**config.mk**
```make
export PLATFORM = sky130hd
export DESIGN_NAME = utf8_spanish_accent_fold
export DESIGN_NICKNAME = d
export VERILOG_FILES = /design/src/hdl/ausf_pkg.sv /design/src/hdl/utf8_spanish_accent_fold.sv /design/src/hdl/ausf_front.sv /design/src/hdl/ausf_queue.sv /design/src/hdl/ausf_back.sv
export SDC_FILE = /design/constraint.sdc
export NUM_CORES = 1
export LEC_CHECK = 0
export ABC_AREA = 1
export BUFFER_PORTS_ARGS = -buffer_cell sky130_fd_sc_hd__buf_2
export CORE_MARGIN = 2
export CORE_UTILIZATION = 30
export CTS_CLUSTER_SIZE = 16
export DETAILED_ROUTE_END_ITERATION = 10
export PLACE_DENSITY_LB_ADDON = 0.2
export SETUP_SLACK_MARGIN = 0.05
export SLEW_MARGIN = 5
export SYNTH_ARGS = -nofsm -noshare
export SYNTH_HDL_FRONTEND = slang
export SYNTH_SLANG_ARGS = --single-unit
```
**constraint.sdc**
```tcl
create_clock -name clk_i -period 8.2 [get_ports clk_i]
set_clock_uncertainty 0.05 [all_clocks]
set_input_delay 1.64 -clock clk_i [delete_from_list [all_inputs] [get_ports clk_i]]
set_output_delay 1.64 -clock clk_i [all_outputs]
set_load 0.05 [all_outputs]
```
**src/hdl/ausf_pkg.sv**
```systemverilog
// shared types, constants and the second-byte fold table for the accent folder
// no dependencies
`timescale 1ns / 1ps

package ausf_pkg;

  localparam int unsigned ByteW = 8;
  localparam int unsigned SizeW = 16;

  localparam logic [ByteW-1:0] LEAD_BYTE    = 8'hC3;
  localparam logic [ByteW-1:0] NUL_BYTE     = 8'h00;
  localparam logic [ByteW-1:0] UPPER_FIRST  = 8'h41;
  localparam logic [ByteW-1:0] UPPER_LAST   = 8'h5A;
  localparam logic [ByteW-1:0] CASE_OFFSET  = 8'h20;
  localparam logic [SizeW-1:0] SIZE_RESET   = 16'd256;

  // second bytes after the lead byte, upper and lower case
  localparam logic [ByteW-1:0] A_ACUTE_UC = 8'h81;
  localparam logic [ByteW-1:0] A_ACUTE_LC = 8'hA1;
  localparam logic [ByteW-1:0] E_ACUTE_UC = 8'h89;
  localparam logic [ByteW-1:0] E_ACUTE_LC = 8'hA9;
  localparam logic [ByteW-1:0] I_ACUTE_UC = 8'h8D;
  localparam logic [ByteW-1:0] I_ACUTE_LC = 8'hAD;
  localparam logic [ByteW-1:0] O_ACUTE_UC = 8'h93;
  localparam logic [ByteW-1:0] O_ACUTE_LC = 8'hB3;
  localparam logic [ByteW-1:0] U_ACUTE_UC = 8'h9A;
  localparam logic [ByteW-1:0] U_ACUTE_LC = 8'hBA;
  localparam logic [ByteW-1:0] N_TILDE_UC = 8'h91;
  localparam logic [ByteW-1:0] N_TILDE_LC = 8'hB1;

  localparam logic [ByteW-1:0] CHAR_A = 8'h61;
  localparam logic [ByteW-1:0] CHAR_E = 8'h65;
  localparam logic [ByteW-1:0] CHAR_I = 8'h69;
  localparam logic [ByteW-1:0] CHAR_O = 8'h6F;
  localparam logic [ByteW-1:0] CHAR_U = 8'h75;
  localparam logic [ByteW-1:0] CHAR_N = 8'h6E;

  typedef struct packed {
    logic [ByteW-1:0] out_byte;
    logic             is_last;
  } result_t;

  typedef struct packed {
    logic    valid;
    result_t res;
  } push_t;

  // plain letter for the byte after the lead byte, nul means drop
  function automatic logic [ByteW-1:0] fold_second(input logic [ByteW-1:0] b);
    logic [ByteW-1:0] o;
    unique case (b)
      A_ACUTE_UC, A_ACUTE_LC: o = CHAR_A;
      E_ACUTE_UC, E_ACUTE_LC: o = CHAR_E;
      I_ACUTE_UC, I_ACUTE_LC: o = CHAR_I;
      O_ACUTE_UC, O_ACUTE_LC: o = CHAR_O;
      U_ACUTE_UC, U_ACUTE_LC: o = CHAR_U;
      N_TILDE_UC, N_TILDE_LC: o = CHAR_N;
      default:                o = NUL_BYTE;
    endcase
    return o;
  endfunction

endpackage

```
**src/hdl/utf8_spanish_accent_fold.sv**
```systemverilog
// top level of the utf-8 spanish accent folder: front, result queue, output stage
// depends on ausf_pkg, ausf_front, ausf_queue, ausf_back
//
//   channel   handshake                    payload
//   input     push_i / full_o              in_byte_i
//   result    pop_i / empty_o              out_byte_o, is_last_o
//   config    cfg_valid_i / cfg_ready_o    cfg_buffer_size_i
//
// one input item per cycle; the front folds a byte and updates the string
// state in the cycle it is accepted; results pass the queue and output register
// full_o rises only when the QDepth-entry queue is full, so result stalls reach
// the input after the queue and the output register have filled
// reset clears the string state and the queue and sets buffer_size to 256
`timescale 1ns / 1ps

module utf8_spanish_accent_fold #(
  parameter int unsigned QDepth = 4
) (
  input  logic                        clk_i,
  input  logic                        rst_ni,
  input  logic                        push_i,
  output logic                        full_o,
  input  logic [ausf_pkg::ByteW-1:0]  in_byte_i,
  input  logic                        pop_i,
  output logic                        empty_o,
  output logic [ausf_pkg::ByteW-1:0]  out_byte_o,
  output logic                        is_last_o,
  input  logic                        cfg_valid_i,
  output logic                        cfg_ready_o,
  input  logic [ausf_pkg::SizeW-1:0]  cfg_buffer_size_i
);

  ausf_pkg::push_t    front_push;
  ausf_pkg::result_t  q_head;
  ausf_pkg::result_t  out_res;
  logic               q_full, q_empty, q_pop;
  logic               accept;

  assign cfg_ready_o = 1'b1;
  assign full_o      = q_full;
  assign accept      = push_i && !q_full;
  assign out_byte_o  = out_res.out_byte;
  assign is_last_o   = out_res.is_last;

  ausf_front u_front (
    .clk_i       (clk_i),
    .rst_ni      (rst_ni),
    .accept_i    (accept),
    .in_byte_i   (in_byte_i),
    .cfg_write_i (cfg_valid_i && cfg_ready_o),
    .cfg_data_i  (cfg_buffer_size_i),
    .push_o      (front_push)
  );

  ausf_queue #(
    .Depth (QDepth)
  ) u_queue (
    .clk_i   (clk_i),
    .rst_ni  (rst_ni),
    .push_i  (front_push),
    .pop_i   (q_pop),
    .full_o  (q_full),
    .empty_o (q_empty),
    .head_o  (q_head)
  );

  ausf_back u_back (
    .clk_i     (clk_i),
    .rst_ni    (rst_ni),
    .q_empty_i (q_empty),
    .q_head_i  (q_head),
    .q_pop_o   (q_pop),
    .pop_i     (pop_i),
    .empty_o   (empty_o),
    .res_o     (out_res)
  );

endmodule

```
**src/hdl/ausf_front.sv**
```systemverilog
// front part: takes input bytes, classifies and folds them, keeps the string state
// and the buffer size register; depends on ausf_pkg
`timescale 1ns / 1ps

module ausf_front (
  input  logic                          clk_i,
  input  logic                          rst_ni,
  input  logic                          accept_i,
  input  logic [ausf_pkg::ByteW-1:0]    in_byte_i,
  input  logic                          cfg_write_i,
  input  logic [ausf_pkg::SizeW-1:0]    cfg_data_i,
  output ausf_pkg::push_t               push_o
);

  logic                         lead_pending_q, lead_pending_d;
  logic [ausf_pkg::SizeW-1:0]   emitted_count_q, emitted_count_d;
  logic [ausf_pkg::SizeW-1:0]   buffer_size_q;
  logic [ausf_pkg::SizeW:0]     count_plus_one;
  logic                         at_limit;
  logic                         is_nul;
  logic                         emit;
  logic [ausf_pkg::ByteW-1:0]   fold_byte;

  // covers a zero buffer size as well
  assign count_plus_one = {1'b0, emitted_count_q} + {{ausf_pkg::SizeW{1'b0}}, 1'b1};
  assign at_limit       = count_plus_one >= {1'b0, buffer_size_q};
  assign is_nul         = in_byte_i == ausf_pkg::NUL_BYTE;

  always_comb begin
    lead_pending_d  = lead_pending_q;
    emitted_count_d = emitted_count_q;
    emit            = 1'b0;
    fold_byte       = ausf_pkg::NUL_BYTE;
    push_o          = '0;
    if (accept_i) begin
      if (is_nul) begin
        lead_pending_d = 1'b0;
        emitted_count_d = '0;
        push_o.valid = buffer_size_q != '0;
        push_o.res.out_byte = ausf_pkg::NUL_BYTE;
        push_o.res.is_last = 1'b1;
      end else if (!at_limit) begin
        if (lead_pending_q) begin
          lead_pending_d = 1'b0;
          fold_byte = ausf_pkg::fold_second(in_byte_i);
          emit = fold_byte != ausf_pkg::NUL_BYTE;
        end else if (!in_byte_i[ausf_pkg::ByteW-1]) begin
          if (in_byte_i >= ausf_pkg::UPPER_FIRST && in_byte_i <= ausf_pkg::UPPER_LAST) begin
            fold_byte = in_byte_i + ausf_pkg::CASE_OFFSET;
          end else begin
            fold_byte = in_byte_i;
          end
          emit = 1'b1;
        end else if (in_byte_i == ausf_pkg::LEAD_BYTE) begin
          lead_pending_d = 1'b1;
        end
        if (emit) begin
          emitted_count_d = count_plus_one[ausf_pkg::SizeW-1:0];
          push_o.valid = 1'b1;
          push_o.res.out_byte = fold_byte;
          push_o.res.is_last = 1'b0;
        end
      end
    end
  end

  always_ff @(posedge clk_i or negedge rst_ni) begin
    if (!rst_ni) begin
      lead_pending_q  <= 1'b0;
      emitted_count_q <= '0;
      buffer_size_q   <= ausf_pkg::SIZE_RESET;
    end else begin
      lead_pending_q  <= lead_pending_d;
      emitted_count_q <= emitted_count_d;
      if (cfg_write_i) begin
        buffer_size_q <= cfg_data_i;
      end
    end
  end

`ifndef NO_ASSERTIONS
  // a terminator clears the string state
  a_nul_clears: assert property (@(posedge clk_i) disable iff (!rst_ni)
    accept_i && is_nul |=> !lead_pending_q && emitted_count_q == '0)
    else $error("string state not cleared after nul");

  // the terminator always carries a zero byte, folded bytes never do
  a_last_zero: assert property (@(posedge clk_i) disable iff (!rst_ni)
    push_o.valid |-> (push_o.res.is_last == (push_o.res.out_byte == ausf_pkg::NUL_BYTE)))
    else $error("terminator flag and byte disagree");

  // nothing but a terminator leaves the front once the output limit is reached
  a_limit_holds: assert property (@(posedge clk_i) disable iff (!rst_ni)
    accept_i && !is_nul && at_limit |-> !push_o.valid && emitted_count_d == emitted_count_q)
    else $error("item emitted past the output limit");
`endif

endmodule

```
**src/hdl/ausf_queue.sv**
```systemverilog
// short result queue between the front and the output stage
// depends on ausf_pkg for the entry type
`timescale 1ns / 1ps

module ausf_queue #(
  parameter int unsigned Depth = 4
) (
  input  logic              clk_i,
  input  logic              rst_ni,
  input  ausf_pkg::push_t   push_i,
  input  logic              pop_i,
  output logic              full_o,
  output logic              empty_o,
  output ausf_pkg::result_t head_o
);

  localparam int unsigned PtrW = (Depth > 1) ? $clog2(Depth) : 1;
  localparam int unsigned CntW = $clog2(Depth + 1);
  localparam logic [CntW-1:0] DepthC = CntW'(Depth);
  localparam logic [PtrW-1:0] LastPtr = PtrW'(Depth - 1);

  ausf_pkg::result_t  mem_q [Depth];
  logic [PtrW-1:0]    wr_ptr_q, rd_ptr_q;
  logic [CntW-1:0]    count_q;
  logic               do_push, do_pop;

  assign full_o  = count_q == DepthC;
  assign empty_o = count_q == '0;
  assign do_push = push_i.valid && !full_o;
  assign do_pop  = pop_i && !empty_o;
  assign head_o  = mem_q[rd_ptr_q];

  always_ff @(posedge clk_i) begin
    if (do_push) begin
      mem_q[wr_ptr_q] <= push_i.res;
    end
  end

  always_ff @(posedge clk_i or negedge rst_ni) begin
    if (!rst_ni) begin
      wr_ptr_q <= '0;
      rd_ptr_q <= '0;
      count_q  <= '0;
    end else begin
      if (do_push) begin
        wr_ptr_q <= (wr_ptr_q == LastPtr) ? '0 : wr_ptr_q + 1'b1;
      end
      if (do_pop) begin
        rd_ptr_q <= (rd_ptr_q == LastPtr) ? '0 : rd_ptr_q + 1'b1;
      end
      case ({do_push, do_pop})
        2'b10:   count_q <= count_q + 1'b1;
        2'b01:   count_q <= count_q - 1'b1;
        default: count_q <= count_q;
      endcase
    end
  end

endmodule

```
**src/hdl/ausf_back.sv**
```systemverilog
// back part: output register that drains the queue and holds a result until popped
// depends on ausf_pkg for the result type
`timescale 1ns / 1ps

module ausf_back (
  input  logic              clk_i,
  input  logic              rst_ni,
  input  logic              q_empty_i,
  input  ausf_pkg::result_t q_head_i,
  output logic              q_pop_o,
  input  logic              pop_i,
  output logic              empty_o,
  output ausf_pkg::result_t res_o
);

  logic              valid_q;
  ausf_pkg::result_t res_q;

  // refill whenever the register is free or is being taken this cycle
  assign q_pop_o = !q_empty_i && (!valid_q || pop_i);
  assign empty_o = !valid_q;
  assign res_o   = res_q;

  always_ff @(posedge clk_i) begin
    if (q_pop_o) begin
      res_q <= q_head_i;
    end
  end

  always_ff @(posedge clk_i or negedge rst_ni) begin
    if (!rst_ni) begin
      valid_q <= 1'b0;
    end else if (q_pop_o) begin
      valid_q <= 1'b1;
    end else if (pop_i) begin
      valid_q <= 1'b0;
    end
  end

endmodule
```
-- Word-level counts from Yosys, hierarchy flattened
Memories as Yosys holds them, arrays and structs flattened. A register that Yosys moved wholly into a read port is not among the register bits.
Cells that the tools add are included.
- register bits: 41
- bits in writable memories: 36
- input port bits: 29
- output and inout port bits: 12
- memories kept: 1
- add/sub/neg operators: 6
- $lt $le $gt $ge: 3
- equal/unequal tests: 19
- mux-type cells: 32
- reduce and logical (&&, ||, !) cells: 24
- memory list (memory ; depth ; width ; rd ports ; clocked after Yosys merged registers in ; write ports ; RTL line ; text):
    u_queue.mem_q ; 4 ; 9 ; 1 ; 1 ; 1 ; ausf_queue.sv:22 ; ausf_pkg::result_t mem_q [Depth];
- operators by type and width (operator ; number):
    $eq A8 B8 Y1 const B ; 13
    $mux W8 ; 7
    $mux W16 ; 3
    $pmux W7 S6 ; 1
    $mux W10 ; 4
    $add A16 B1 Y17 const B ; 1
    $ge A17 B16 Y1 ; 1
    $reduce_bool A16 Y1 ; 1
    $mux W1 ; 14
    $reduce_or A2 Y1 ; 6
    $add A8 B6 Y8 const B ; 1
    $ge A8 B7 Y1 const B ; 1
    $le A8 B7 Y1 const B ; 1
    $logic_not A8 Y1 ; 1
    $reduce_bool A8 Y1 ; 1
    $eq A2 B2 Y1 const B ; 3
    $pmux W3 S2 ; 1
    $reduce_bool A2 Y1 ; 3
    $logic_and A1 B1 Y1 ; 5
    $add A2 B1 Y2 const B ; 2
    $mux W2 ; 2
    $add A3 B1 Y3 const B ; 1
    $eq A3 B3 Y1 const B ; 1
    $logic_not A1 Y1 ; 3
    7 further kinds ; 7

-- Longest topological paths before layout
- depth after elaboration: 19
- mapped depth: 23
- gate-level depth less buffers: 23

-- Cells and area by module
From an unflattened synthesis, not the netlist that was laid out.
- cells, all modules: 515
- area total of the unflattened synthesis: 4850.9 um2
- modules (own cells, without submodules) (module ; instances ; cells each ; area an instance (um2) ; seq. area each (um2)):
    ausf_front ; 1 ; 332 ; 2522.4 ; 827.0
    ausf_queue ; 1 ; 165 ; 1990.7 ; 1256.2
    ausf_back ; 1 ; 14 ; 316.6 ; 295.3
    utf8_spanish_accent_fold ; 1 ; 4 ; 21.3 ; 0.0

-- Worst setup path after synthesis
OpenSTA, ideal clock, no wires.
- path type: input to register
- start point: in in_byte_i[6] in the netlist's numbering
- end point: reg u_queue.count_q[2]
- data arrival time: 3823 ps
- data required time: 8019 ps
- path slack: 4197 ps
- cell stages on the path: 15
- path buffers: 0
- cell sequence: inv_1 nand2_1 nor2_1 nand2_1 a21oi_1 nor2_1 a21oi_4 nand4_1 nand2_1 nand3_2 ha_1 fa_1 a21oi_1 o21ai_0 xor2_1
- word-level cells in the longest chain between the ends: 19
- elaborated cells on any way between the ends: 38
- RTL lines (item ; RTL line ; text):
    from (decl) ; utf8_spanish_accent_fold.sv:23 ; input logic [ausf_pkg::ByteW-1:0] in_byte_i,
    $eq A8 B8 Y1 ; ausf_pkg.sv:51 ; unique case (b)
    $reduce_or A2 Y1 ; ausf_pkg.sv:51 ;
    $pmux W7 S6 ; ausf_pkg.sv:51 ;
    $mux W8 ; ausf_front.sv:43 ; if (lead_pending_q) begin
    $mux W8 ; ausf_front.sv:42 ; end else if (!at_limit) begin
    $mux W8 ; ausf_front.sv:36 ; if (is_nul) begin
    $mux W8 ; ausf_front.sv:35 ; if (accept_i) begin
    $reduce_bool A8 Y1 ; ausf_front.sv:46 ; emit = fold_byte != ausf_pkg::NUL_BYTE;
    [3 not listed] ; - ;
    $mux W1 ; ausf_front.sv:35 ;
    $mux W10 ; ausf_front.sv:57 ; if (emit) begin
    $mux W10 ; ausf_front.sv:42 ;
    $mux W10 (*) ; ausf_front.sv:36 ;
    $mux W10 (*) ; ausf_front.sv:35 ;
    $logic_and A1 B1 Y1 (*) ; ausf_queue.sv:29 ; assign do_push = push_i.valid && !full_o;
    $eq A2 B1 Y1 or $eq A2 B2 Y1 (tied branches) ; ausf_queue.sv:51 ; case ({do_push, do_pop})
    $pmux W3 S2 or $reduce_bool A2 Y1 (tied branches) ; - ;
    to (signal assigned) ; ausf_queue.sv:52 ; 2'b10: count_q <= count_q + 1'b1;
    to (signal assigned) ; ausf_queue.sv:53 ; 2'b01: count_q <= count_q - 1'b1;
    to (signal assigned) ; ausf_queue.sv:54 ; default: count_q <= count_q;
    to (decl) ; ausf_queue.sv:24 ; logic [CntW-1:0] count_q;
Every way passes the cells marked *; elsewhere a longest branch is shown, timed or not. The select of a mux whose other input is x is not followed.
A chain may end at the register's enable or synchronous reset.

-- Final worst setup path
Ends and elaborated chain as after synthesis.

==> results.yml <==
run_status:
  outcome: "finished clean"
synth:
  synth-seq-cells: 86
  synthArstFlopShare: 0.4767
  synthFlopType: "edfxtp_1"
  yosysSeqAreaShare: 0.5203
  yosysWarnings: 0
  avgSynthCellArea_um2: 9.330
  ys_types: 39
  syn_area_um2: 4572
  syn_nets: 544
  synth_edf_count: 45
  syn_inst: 490
global_route:
  grt_pass1_wl_um: 16700
  gr-total-overflow: 0
  grt_max_degree: 42
  top_usage_layer: "met2"
  use_met1: 0.1531
  grt_pass1_vias: 3396
  grtUsageTotal: 0.1321
  antenna_found_initial: 0
  met2_usage: 0.2281
  use_met3: 0.03685
job:
  maxCapViolCount: 0
pwr:
  clkPwrFrac: 0.272
  power_density_nw_per_um2: 276.9
  p_int_w: 0.0008962
  switching_share: 0.3799
  p_sw_w: 0.0005491
  p_total_w: 0.001445
  irDropWorstVdd_mv: 0.1170
  leakagePower_nw: 2.363
  seqPwrFrac: 0.425
  combPwrFrac: 0.303
clock_tree:
  cts_root_buffer: "clkbuf_16"
  clock_path_buffers: 2
  cts_max_level: 3
  postCtsHoldBufs: 0
  clkSinkCount: 86
  cts-resized-gates: 0
  tritoncts.num_buffers: 9
  clk_latency_ps: 350
  postCtsSetupBuffers: 0
  cts_tree: "yes"
  clkTransAtPathRegs_ps: 70
drt:
  vias: 3444
  post-route-drc-count: 0
  avgRoutedWirePerCell_um: 14.11
  detail-route-antenna-nets: 0
  dr.pass1.iters: 6
  drt_iter0_drc: 179
  routed_wl_um: 10160
  viasPerCell: 4.783
timing:
  rsz0062_at_grt: "no"
  setup_violations: 0
  fmaxAchievable_mhz: 229.0
  hold_viol: 0
  relSlewSlack: 0.3558
  worst_slew_pin_slew_ps: 966.4
  timing.final.crit_share: 0.5324
  fin_setup_tns_ps: 0
  period_needed_ps: 4366
  drv_slew: 0
finish:
  antenna_cells: 0
  nets: 581
  fin_util: 0.3471
  fin_cells: 720
  syn_to_final_growth_pct: 14.15
  layout-drive-gt1-share: 0.1353
  final_area_um2: 5219
critical_path:
  critPathMaxStageDelay_ps: 440
  cpMaxStageDelayCell: "a21oi_4"
  crit_family: "simple AND/OR/NAND/NOR gates"
  required_ps: 8380
  path_cells: "buf_2 > inv_1 > nand2_1 > nor2_1 > nand3_1 > nand3_1 > nor2_1 > a21oi_4 > nand4_1 > nand2_1 > nand3_2 > ha_1 > fa_1 > a21oi_1 > o21ai_0 > xor2_1"
  worstSetupPathType: "in2reg"
  critical_path_buf_inv_count: 2
  arrival_ps: 4540
  start_kind: "primary input"
  crit_fanout: 17
  worst_setup_path_end_kind: "register"
place:
  place.detailed.instances: 704
  port_buffers: 39
  placed_cell_area_um2: 4937
  dpl.hpwl_um: 7316
  routabilityCongestion: 0.8207
floorplan:
  die_w_um: 127.5
  start_util: 0.3041
  core_area_um2: 15030
  die_area_um2: 16240
  io-pin-count: 41
  die_y_um: 127.5
  fp-row-count: 45
hold_path:
  min_path_type: "reg2reg"
-- metrics by stage --
stage / hold slack (ps) / setup WS, ps
2_1_floorplan: 422.9 / 4197
3_3_place_gp: 435.4 / 3594
3_5_place_dp: 448.2 / 3468
4_1_cts: 458.8 / 3818
5_1_grt: 504.4 / 3440
6_report: 459.9 / 3834
-- registers in the layout, indices dropped and copies added, names as in the netlist --
name	count
u_back.res_o	9
u_back.valid_q	1
u_front.buffer_size_q	16
u_front.emitted_count_q	16
u_front.lead_pending_q	1
u_queue.count_q	3
u_queue.mem_q	36
u_queue.rd_ptr_q	2
u_queue.wr_ptr_q	2
-- logic make-up (layout without fill, tap and decap cells) --
logic type,count (synthesis),after routing,synth area share
xor gates and xnor gates,16,16,0.03065
muxes,1,1,0.002463
DFF,86,86,0.5203
and+or+nand+nor,216,216,0.2252
AOI/OAI and AO/OA,70,70,0.08538
other,1,1,0.0008202
adders and majority gates,25,25,0.07006
buffers and inverters,75,117,0.06513
-- layer usage --
layer	up-vias	part of all wire
met5	-	0
met1	1596	0.44
met4	0	0.028
met3	23	0.037
li1	1755	-
met2	70	0.49
-- Yosys cell counts, types with 2 or more instances --
| cell type | count | area [µm²] |
|---|---|---|
| a211oi_1 | 2 | 15.01 |
| a21oi_1 | 13 | 65.06 |
| buf_4 | 2 | 15.01 |
| clkbuf_1 | 9 | 33.78 |
| dfrtp_1 | 40 | 1001 |
| edfxtp_1 | 45 | 1351 |
| ha_1 | 24 | 300.3 |
| inv_1 | 59 | 221.5 |
| inv_2 | 3 | 11.26 |
| nand2_1 | 75 | 281.5 |
| nand3_1 | 25 | 125.1 |
| nand3_2 | 3 | 30.03 |
| nand4_1 | 33 | 206.5 |
| nor2_1 | 55 | 206.5 |
| nor2_2 | 2 | 12.51 |
| nor3_1 | 13 | 65.06 |
| nor3_2 | 2 | 20.02 |
| nor4_1 | 2 | 12.51 |
| o21ai_0 | 40 | 200.2 |
| o22ai_1 | 9 | 56.30 |
| o31ai_1 | 2 | 15.01 |
| xnor2_1 | 5 | 43.79 |
| xor2_1 | 11 | 96.34 |
-- power by group through the flow --
stage,combinational [W],sequential [W],clock [W]
2_1_floorplan,0.000265,0.000684,0
3_3_place_gp,0.000436,0.000625,0
3_5_place_dp,0.000445,0.000626,0
4_1_cts,0.000445,0.000617,0.000404
5_1_grt,0.000494,0.000628,0.000420
6_report,0.000438,0.000614,0.000393
-- cell type report --
class                      count  area [µm²]
clock buffer                   9       225.2
clock inverter                 7       56.30
fill                        1513        9814
inverter                      62       232.7
multi-input combinational    329        1896
sequential                    86        2379
tap                          188       235.2
timing repair buffer          39       195.2
-- worst paths after layout --
check | from | endpoint | slack, ps | cells after the start
setup reg to reg | u_front.emitted_count_q[0] | u_queue.count_q[2] | 3960 | 21
hold / removal | u_queue.count_q[2] | u_back.valid_q | 460 | 2
min in group asynchronous | rst_ni | u_queue.rd_ptr_q[0] | 1390 | 1
hold reg to reg | u_queue.count_q[2] | u_back.valid_q | 460 | 2
max in group asynchronous | rst_ni | u_front.emitted_count_q[11] | 6100 | 1
setup / recovery | in_byte_i[6] | u_queue.count_q[2] | 3830 | 16
-- cells in the final DEF, fill, tap and decap left out, types with 11 or more instances in the layout --
cell type	Yosys	routed
o21ai_0	40	40
nor3_1	13	13
edfxtp_1	45	45
nand2_1	75	75
nor2_1	55	55
inv_1	59	59
a21oi_1	13	13
nand3_1	25	25
dfrtp_1	40	40
nand4_1	33	33
buf_2	1	39
xor2_1	11	11
ha_1	24	24
-- worst reg2reg max path, stage by stage (launching register included) --
cell and delay, ps:
dfrtp_1 430, nand3_1 130, inv_1 70, nand2_1 70, nor3b_1 480, nand2_1 180
xnor2_1 290, ha_1 310, nand2_1 80, o21bai_1 100, nand2_1 70, nand4_1 80
nand2_1 70, nor2_2 150, nand4_1 110, nand2_1 160, nand3_2 160, ha_1 290
fa_1 450, a21oi_1 150, o21ai_0 110, xor2_1 150
Note: power is estimated with default switching activity, not from simulation.
